[config.mk]
export PLATFORM = sky130hd
export DESIGN_NAME = height_map_text_parser
export DESIGN_NICKNAME = d
export VERILOG_FILES = /design/src/hmtp_pkg.sv /design/src/hmtp_color.sv /design/src/hmtp_core.sv /design/src/height_map_text_parser.sv
export SDC_FILE = /design/constraint.sdc
export NUM_CORES = 1
export LEC_CHECK = 0
export BUFFER_PORTS_ARGS = -buffer_cell sky130_fd_sc_hd__buf_2
export CAP_MARGIN = 25
export CORE_MARGIN = 2
export CORE_UTILIZATION = 51
export DETAILED_ROUTE_END_ITERATION = 6
export PLACE_DENSITY = 0.79
export SLEW_MARGIN = 5
export SYNTH_ARGS = -nofsm -noshare
export SYNTH_HDL_FRONTEND = slang
export SYNTH_SLANG_ARGS = --single-unit
[constraint.sdc]
create_clock -name aclk -period 5.5 [get_ports aclk]
set_input_delay 0.55 -clock aclk [delete_from_list [all_inputs] [get_ports aclk]]
set_output_delay 0.55 -clock aclk [all_outputs]
set_load 0.03 [all_outputs]
[src/hmtp_pkg.sv]
// Shared types and constants for the height map text parser.
`default_nettype none

package hmtp_pkg;

    // Character codes of the map text
    localparam logic [7:0] CH_MINUS = 8'd45;
    localparam logic [7:0] CH_COMMA = 8'd44;
    localparam logic [7:0] CH_SPACE = 8'd32;
    localparam logic [7:0] CH_NL    = 8'd10;
    localparam logic [7:0] CH_ZERO  = 8'd48;
    localparam logic [7:0] HEX_UPPER_OFS = 8'd55;
    localparam logic [7:0] HEX_LOWER_OFS = 8'd87;
    localparam logic [7:0] CHAN_FULL     = 8'd255;

    // Grid geometry; row and column counters wrap at their natural width
    localparam int COL_W    = 12;
    localparam int ROW_W    = 12;
    localparam int COLS_W   = 13;
    localparam int HEIGHT_W = 32;
    localparam int MAX_COLS = 1 << COL_W;
    localparam int HEX_W    = 48;
    localparam int HCNT_W   = 3;

    typedef enum logic [6:0] {
        PH_IDLE    = 7'b0000001,
        PH_IDLE_NL = 7'b0000010,
        PH_FIRST   = 7'b0000100,
        PH_DIGITS  = 7'b0001000,
        PH_SKIP1   = 7'b0010000,
        PH_SKIP2   = 7'b0100000,
        PH_HEX     = 7'b1000000
    } phase_t;

    typedef struct packed {
        logic [7:0] red;
        logic [7:0] green;
        logic [7:0] blue;
    } color_t;

    typedef struct packed {
        logic [COL_W-1:0]    col;
        logic [ROW_W-1:0]    row;
        logic [HEIGHT_W-1:0] height;
        color_t              color;
        logic                row_end;
    } result_t;

endpackage

`default_nettype wire

[src/hmtp_color.sv]
// Colour decode: turns the last hex bytes of a cell into red, green and blue.
`default_nettype none

module hmtp_color
    import hmtp_pkg::*;
(
    input  wire logic [HEX_W-1:0]  hex_values,
    input  wire logic [HCNT_W-1:0] hex_count,
    output color_t                 color
);

    // Hex value of a byte; anything else keeps its raw code
    function automatic logic [7:0] hex_digit(input logic [7:0] c);
        logic [7:0] v;
        if (c >= CH_ZERO && c <= 8'd57) begin
            v = c - CH_ZERO;
        end else if (c >= 8'd65 && c <= 8'd70) begin
            v = c - HEX_UPPER_OFS;
        end else if (c >= 8'd97 && c <= 8'd102) begin
            v = c - HEX_LOWER_OFS;
        end else begin
            v = c;
        end
        return v;
    endfunction

    // (hi * 16 + lo) mod 256
    function automatic logic [7:0] channel(input logic [7:0] hi, input logic [7:0] lo);
        logic [7:0] h;
        h = hex_digit(hi);
        return {h[3:0], 4'b0000} + hex_digit(lo);
    endfunction

    logic [7:0] ch0;
    logic [7:0] ch1;
    logic [7:0] ch2;

    assign ch0 = channel(hex_values[15:8],  hex_values[7:0]);
    assign ch1 = channel(hex_values[31:24], hex_values[23:16]);
    assign ch2 = channel(hex_values[47:40], hex_values[39:32]);

    always_comb begin
        color = '0;
        case (hex_count)
            3'd2: begin
                color.blue = ch0;
            end
            3'd4: begin
                color.blue  = ch0;
                color.green = ch1;
            end
            3'd6: begin
                color.blue  = ch0;
                color.green = ch1;
                color.red   = ch2;
            end
            default: begin
                color = '0;
            end
        endcase
    end

endmodule

`default_nettype wire

[src/hmtp_core.sv]
// Parser state machine, height accumulator, colour shifter and grid counters.
`default_nettype none

module hmtp_core
    import hmtp_pkg::*;
(
    input  wire logic              aclk,
    input  wire logic              aresetn,
    input  wire logic              step,
    input  wire logic [7:0]        ch,
    input  wire logic [COLS_W-1:0] columns,
    output logic                   emit,
    output result_t                result
);

    phase_t               phase_reg, phase_next;
    logic                 neg_reg, neg_next;
    logic [HEIGHT_W-1:0]  acc_reg, acc_next;
    logic [HEX_W-1:0]     hex_reg, hex_next;
    logic [HCNT_W-1:0]    cnt_reg, cnt_next;
    logic [COL_W-1:0]     col_reg, col_next;
    logic [ROW_W-1:0]     row_reg, row_next;

    logic                 start;
    logic                 has_color;
    logic                 is_sep;
    logic [HEIGHT_W-1:0]  digit;
    logic [COLS_W-1:0]    last_wide;
    logic [COL_W-1:0]     last_col;
    color_t               hex_color;

    // Effective last column: 0 acts as 1, oversize clamps to MAX_COLS
    always_comb begin
        if (columns == '0) begin
            last_wide = '0;
        end else if (columns > COLS_W'(MAX_COLS)) begin
            last_wide = COLS_W'(MAX_COLS - 1);
        end else begin
            last_wide = columns - COLS_W'(1);
        end
    end
    assign last_col = last_wide[COL_W-1:0];

    assign is_sep = (ch == CH_SPACE) || (ch == CH_NL);
    assign digit  = {{(HEIGHT_W-8){1'b0}}, ch} - {{(HEIGHT_W-8){1'b0}}, CH_ZERO};

    hmtp_color u_color (
        .hex_values (hex_reg),
        .hex_count  (cnt_reg),
        .color      (hex_color)
    );

    always_comb begin
        phase_next = phase_reg;
        neg_next   = neg_reg;
        acc_next   = acc_reg;
        hex_next   = hex_reg;
        cnt_next   = cnt_reg;
        col_next   = col_reg;
        row_next   = row_reg;
        start      = 1'b0;
        emit       = 1'b0;
        has_color  = 1'b0;
        if (step) begin
            unique case (phase_reg)
                PH_IDLE_NL: begin
                    if (ch == CH_NL) begin
                        phase_next = PH_IDLE;
                    end else if (ch != CH_SPACE) begin
                        start = 1'b1;
                    end
                end
                PH_IDLE: begin
                    start = (ch != CH_SPACE);
                end
                PH_FIRST: begin
                    acc_next   = digit;
                    phase_next = PH_DIGITS;
                end
                PH_DIGITS: begin
                    if (ch == CH_COMMA) begin
                        phase_next = PH_SKIP1;
                    end else if (is_sep) begin
                        emit = 1'b1;
                    end else begin
                        acc_next = (acc_reg << 3) + (acc_reg << 1) + digit;
                    end
                end
                PH_SKIP1: begin
                    phase_next = PH_SKIP2;
                end
                PH_SKIP2: begin
                    phase_next = PH_HEX;
                end
                PH_HEX: begin
                    if (is_sep) begin
                        emit      = 1'b1;
                        has_color = 1'b1;
                    end else begin
                        hex_next = {hex_reg[HEX_W-9:0], ch};
                        if (cnt_reg != '1) begin
                            cnt_next = cnt_reg + HCNT_W'(1);
                        end
                    end
                end
                default: begin
                    phase_next = PH_IDLE;
                end
            endcase

            if (start) begin
                if (ch == CH_MINUS) begin
                    neg_next   = 1'b1;
                    phase_next = PH_FIRST;
                end else begin
                    acc_next   = digit;
                    phase_next = PH_DIGITS;
                end
            end

            if (emit) begin
                if (col_reg < last_col) begin
                    col_next = col_reg + COL_W'(1);
                end else begin
                    col_next = '0;
                    row_next = row_reg + ROW_W'(1);
                end
                neg_next   = 1'b0;
                acc_next   = '0;
                hex_next   = '0;
                cnt_next   = '0;
                phase_next = (ch == CH_SPACE) ? PH_IDLE_NL : PH_IDLE;
            end
        end
    end

    always_comb begin
        result.col     = col_reg;
        result.row     = row_reg;
        result.height  = neg_reg ? (~acc_reg + HEIGHT_W'(1)) : acc_reg;
        result.color   = has_color ? hex_color : '{CHAN_FULL, CHAN_FULL, CHAN_FULL};
        result.row_end = (col_reg == last_col);
    end

    always_ff @(posedge aclk) begin
        if (!aresetn) begin
            phase_reg <= PH_IDLE;
            neg_reg   <= 1'b0;
            acc_reg   <= '0;
            hex_reg   <= '0;
            cnt_reg   <= '0;
            col_reg   <= '0;
            row_reg   <= '0;
        end else begin
            phase_reg <= phase_next;
            neg_reg   <= neg_next;
            acc_reg   <= acc_next;
            hex_reg   <= hex_next;
            cnt_reg   <= cnt_next;
            col_reg   <= col_next;
            row_reg   <= row_next;
        end
    end

endmodule

`default_nettype wire

[src/height_map_text_parser.sv]
// Top level of the height map text parser: input beat register, parser core, result register.
// A byte held in the input register steps the core once the result slot is free or draining.
// Throughput: one byte per cycle while m_tready stays high; the input register and
//   the result register let a new byte in while a finished cell waits downstream.
// Reset (aresetn low, synchronous): parser idle between cells, counters at row 0
//   column 0, columns register at 1, both beat registers empty.
`default_nettype none

module height_map_text_parser
    import hmtp_pkg::*;
(
    input  wire logic              aclk,
    input  wire logic              aresetn,

    // Input stream: tdata = ch[7:0]
    input  wire logic              s_tvalid,
    output logic                   s_tready,
    input  wire logic [7:0]        s_tdata,

    // Result stream: tdata = col[11:0], row[23:12], height[55:24],
    //   red[63:56], green[71:64], blue[79:72]; tlast = row_end
    output logic                   m_tvalid,
    input  wire logic              m_tready,
    output logic [79:0]            m_tdata,
    output logic                   m_tlast,

    // Configuration: columns[12:0]
    input  wire logic              cfg_valid,
    output logic                   cfg_ready,
    input  wire logic [COLS_W-1:0] cfg_data
);

    logic              in_valid_reg, in_valid_next;
    logic [7:0]        in_byte_reg,  in_byte_next;
    logic              out_valid_reg, out_valid_next;
    result_t           out_reg, out_next;
    logic [COLS_W-1:0] columns_reg, columns_next;

    logic    advance;
    logic    emit;
    result_t result;

    // The core steps whenever a byte is held and the result slot is free or draining.
    assign advance  = in_valid_reg && (!out_valid_reg || m_tready);
    assign s_tready = !in_valid_reg || advance;
    assign cfg_ready = 1'b1;

    always_comb begin
        in_valid_next = in_valid_reg;
        in_byte_next  = in_byte_reg;
        if (s_tvalid && s_tready) begin
            in_valid_next = 1'b1;
            in_byte_next  = s_tdata;
        end else if (advance) begin
            in_valid_next = 1'b0;
        end
    end

    always_comb begin
        out_valid_next = out_valid_reg;
        out_next       = out_reg;
        if (advance) begin
            // old result (if any) is taken this cycle
            out_valid_next = emit;
            if (emit) begin
                out_next = result;
            end
        end else if (m_tready) begin
            out_valid_next = 1'b0;
        end
    end

    assign columns_next = (cfg_valid && cfg_ready) ? cfg_data : columns_reg;

    hmtp_core u_core (
        .aclk    (aclk),
        .aresetn (aresetn),
        .step    (advance),
        .ch      (in_byte_reg),
        .columns (columns_reg),
        .emit    (emit),
        .result  (result)
    );

    always_ff @(posedge aclk) begin
        if (!aresetn) begin
            in_valid_reg  <= 1'b0;
            out_valid_reg <= 1'b0;
            columns_reg   <= COLS_W'(1);
        end else begin
            in_valid_reg  <= in_valid_next;
            out_valid_reg <= out_valid_next;
            columns_reg   <= columns_next;
        end
    end

    // payload, no reset
    always_ff @(posedge aclk) begin
        in_byte_reg <= in_byte_next;
        out_reg     <= out_next;
    end

    assign m_tvalid = out_valid_reg;
    assign m_tdata  = {out_reg.color.blue, out_reg.color.green, out_reg.color.red,
                       out_reg.height, out_reg.row, out_reg.col};
    assign m_tlast  = out_reg.row_end;

    // Backpressure only when both beat registers are full and downstream stalls.
    a_ready_low: assert property (@(posedge aclk) disable iff (!aresetn)
        !s_tready |-> (in_valid_reg && out_valid_reg && !m_tready))
        else $error("s_tready low without a full, stalled pipeline");

    // A cell ending in the core lands in the result register on the next edge.
    a_emit_lands: assert property (@(posedge aclk) disable iff (!aresetn)
        (advance && emit) |=> out_valid_reg)
        else $error("emitted cell lost");

    // A held byte that cannot step stays put.
    a_hold_byte: assert property (@(posedge aclk) disable iff (!aresetn)
        (in_valid_reg && !advance) |=> (in_valid_reg && $stable(in_byte_reg)))
        else $error("stalled input byte changed");

endmodule

`default_nettype wire
==> metrics.md <==
| Metric | Value |
|---|---|
| Clock buffer depth | `3` |
| H-tree Lvls | `1` |
| Crit path required time | `5900 ps` |
| Main synth FF type | `dfxtp_1` |
| CORE AREA | `26900 um2` |
| Die height | `169 um` |
| Min setup slack post-route | `695 ps` |
| Vias per std cell | `5.88` |
| CP Data Arrival Time | `5200 ps` |
| Total Die Area | `28600 um2` |
| #FFs+latches synth | `218` |
| Post-route ant nets | `0` |
| Pin count of the biggest net entering global routing | `77` |
| Leakage Power | `0.00629 uW` |
| Detail Placement HPWL | `24700 um` |
| Hold Crit Class | `input pin to flip-flop` |
| Maximum clock rate | `208 MHz` |
| Final wirelength | `34100 um` |
| Drt drc | `0` |
| Clk_lat worst skew | `520 ps` |
| Run status | `finished clean` |
| Port buffer count | `108` |
| Mapped Cells | `1578` |
| Critical R2R Capture | `u_core.acc_reg[27]` |
| CTS tree | `done` |
| Hold-fix buffer count after cts | `0` |
| DR WL/cell | `16.9 um` |
| CP startpoint kind | `flip-flop` |
| Layout cells sized above 1 | `0.106` |
| Distinct cells, synth | `72` |
| Syn Nets | `1733` |
| Pwr Total | `3990 uW` |
| Post-Place Setup Slack | `742 ps` |
| Maxcap violations | `0` |
| Crit path kind | `flip-flop to flip-flop` |
| Clk slew on worst S/H paths | `70 ps` |
| Min Tclk post-route | `4800 ps` |
| Routed via count | `11900` |
| Final max-slew violation count | `0` |
| Most common cell after layout, fill and taps aside | `a21oi_1` |
| Drt first-iter violations | `966` |
| Tcrit/Tclk final | `0.874` |
| Total gr overflow | `0` |
| CP Cell Sequence | `ha_1 > nor3_1 > inv_1 > buf_16 > fa_1 > inv_1 > ha_1 > nand2_1 > o21ai_0 > a211oi_1 > a211oi_1 > nor2_1 > o21ai_0 > xor2_1 > a221oi_1 > nor2_1` |
| Slowest-stage cell, CP | `edfxtp_1` |
| First-pass GRT wire length | `55700 um` |
| Hold Fails Final Rpt | `0` |
| Final core utilization | `0.579` |
| Largest register FFs | `80` |
| Critical Path End Type | `flip-flop` |
| Slew HR | `0.330` |
| Vias in the first global route | `11200` |
| Initial core utilization | `0.517` |
| Die W | `169 um` |
| Placer Congestion | `0.917` |
| Pwr per Cell Area | `257 nW/um2` |
| Yosys warning count | `0` |
| Least-Margin Pin Slew | `1010 ps` |
| Ant diodes | `0` |
| Setup slack, reg-to-reg | `700 ps` |
| Crit path launch | `in_byte_reg[4]` |
| CP endpoint | `u_core.acc_reg[27]` |
| Ys async rst share | `0` |
| CTS Sinks | `218` |
| Register area share after synthesis | `0.378` |
| Setup TNS | `0 ps` |
| Synthesized area per cell | `8.80 um2` |
| Reg2reg start | `in_byte_reg[4]` |
| Syn-to-layout area delta | `12.0%` |
| Hold_ws | `218 ps` |
| Post-synth EDFFs | `89` |
| Clock skew | `23.0 ps` |
| Core Rows | `60` |
| R2R depth | `16` |
| Total track usage | `0.234` |
| IO Count | `110` |
| Root Buffer | `clkbuf_16` |
| Final Setup Violations | `0` |
| Critical-path maximum fanout | `18` |
| Most frequent cells in the layout | `162 x a21oi_1, 146 x nand2_1, 141 x inv_1` |
| CTS resizes | `0` |
| Post-CTS setup buffers | `0` |
| RSZ-0062 raised after global routing | `false` |
| NumNets Final | `1815` |
| Critical Path Max Stage Delay | `500 ps` |
| First-pass DRT Iterations | `5` |
| Maximum vdd drop | `187 uV` |
| Initial antenna violation count | `0` |
| Mapped Area | `13900 um2` |
| TritonCTS buffer count | `23` |
worst min-delay path by stage:
stage / slack, ps / from / end / cells after the start
after floorplan: 420 / u_core.row_reg[11] / m_tdata[23] / 0
after global routing: 210 / s_tdata[0] / in_byte_reg[0] / 1
after CTS: 200 / s_tdata[3] / in_byte_reg[3] / 1
final: 220 / s_tdata[3] / in_byte_reg[3] / 1
after global placement: 430 / u_core.row_reg[11] / m_tdata[23] / 0
after detailed placement: 440 / u_core.row_reg[11] / m_tdata[23] / 0
synthesized netlist by cell type (all sizes together), types with 27 or more instances:
cell | instances | area [um2]
dfxtp | 129 | 2580
nor2 | 117 | 439
ha | 97 | 1210
o21ai | 104 | 521
fa | 32 | 641
nand2 | 146 | 548
edfxtp | 89 | 2670
a21oi | 162 | 811
a21o | 27 | 203
xor2 | 29 | 254
inv | 141 | 529
nor3 | 28 | 145
nand3 | 63 | 315
xnor2 | 82 | 718
clkbuf | 60 | 225
final cells by class:
| cell class | instances | area [um2] |
|---|---|---|
| fillers | 2350 | 11300 |
| clock buffers | 31 | 658 |
| multi-input cells | 1152 | 7870 |
| repair buffers | 123 | 673 |
| clock inverters | 10 | 131 |
| well taps | 341 | 427 |
| flip-flops and latches | 218 | 5260 |
| inverters | 142 | 533 |
stage by stage:
stage / instances / cell area [um2]
finish: 2017 / 15600
global route: 2017 / 15600
CTS: 2017 / 15600
detailed placement: 1976 / 14800
global placement: 1975 / 14700
floorplan: 1578 / 13900
per-layer routing:
layer  global-route usage  wire (um)  share of wire  up-vias
li1                     -          -              -     5721
met1                0.303      14600           0.43     5639
met2                0.408      16600           0.49      420
met3               0.0250       1790          0.052       78
met4               0.0866       1120          0.033        0
met5                    0          0              0        -
power by group:
| part | switching (uW) | internal [uW] |
|---|---|---|
| Clock | 650 | 983 |
| Combinational | 373 | 232 |
| Sequential | 48.0 | 1700 |
| Total | 1070 | 2920 |
logic make-up after synthesis:
group / Yosys count / share of synthesized area
XOR/XNOR: 111 / 0.0700
other: 1 / 0.000270
buffers and inverters: 208 / 0.0565
flip-flops: 218 / 0.378
AO/OA/AOI/OAI: 427 / 0.187
AND/OR/NAND/NOR: 460 / 0.157
multiplexers: 23 / 0.0168
adder cells (fa/ha/maj): 130 / 0.134
critical path, delay by kind of cell (launching register included):
kind                       cells  cell delay, ps
buffers and inverters          3             720
DFF                            1             500
and+or+nand+nor                4             780
xor gates and xnor gates       1             120
AOI/OAI and AO/OA              5            1400
adders and majority gates      3            1140
Note: power is estimated with default switching activity, not from simulation.
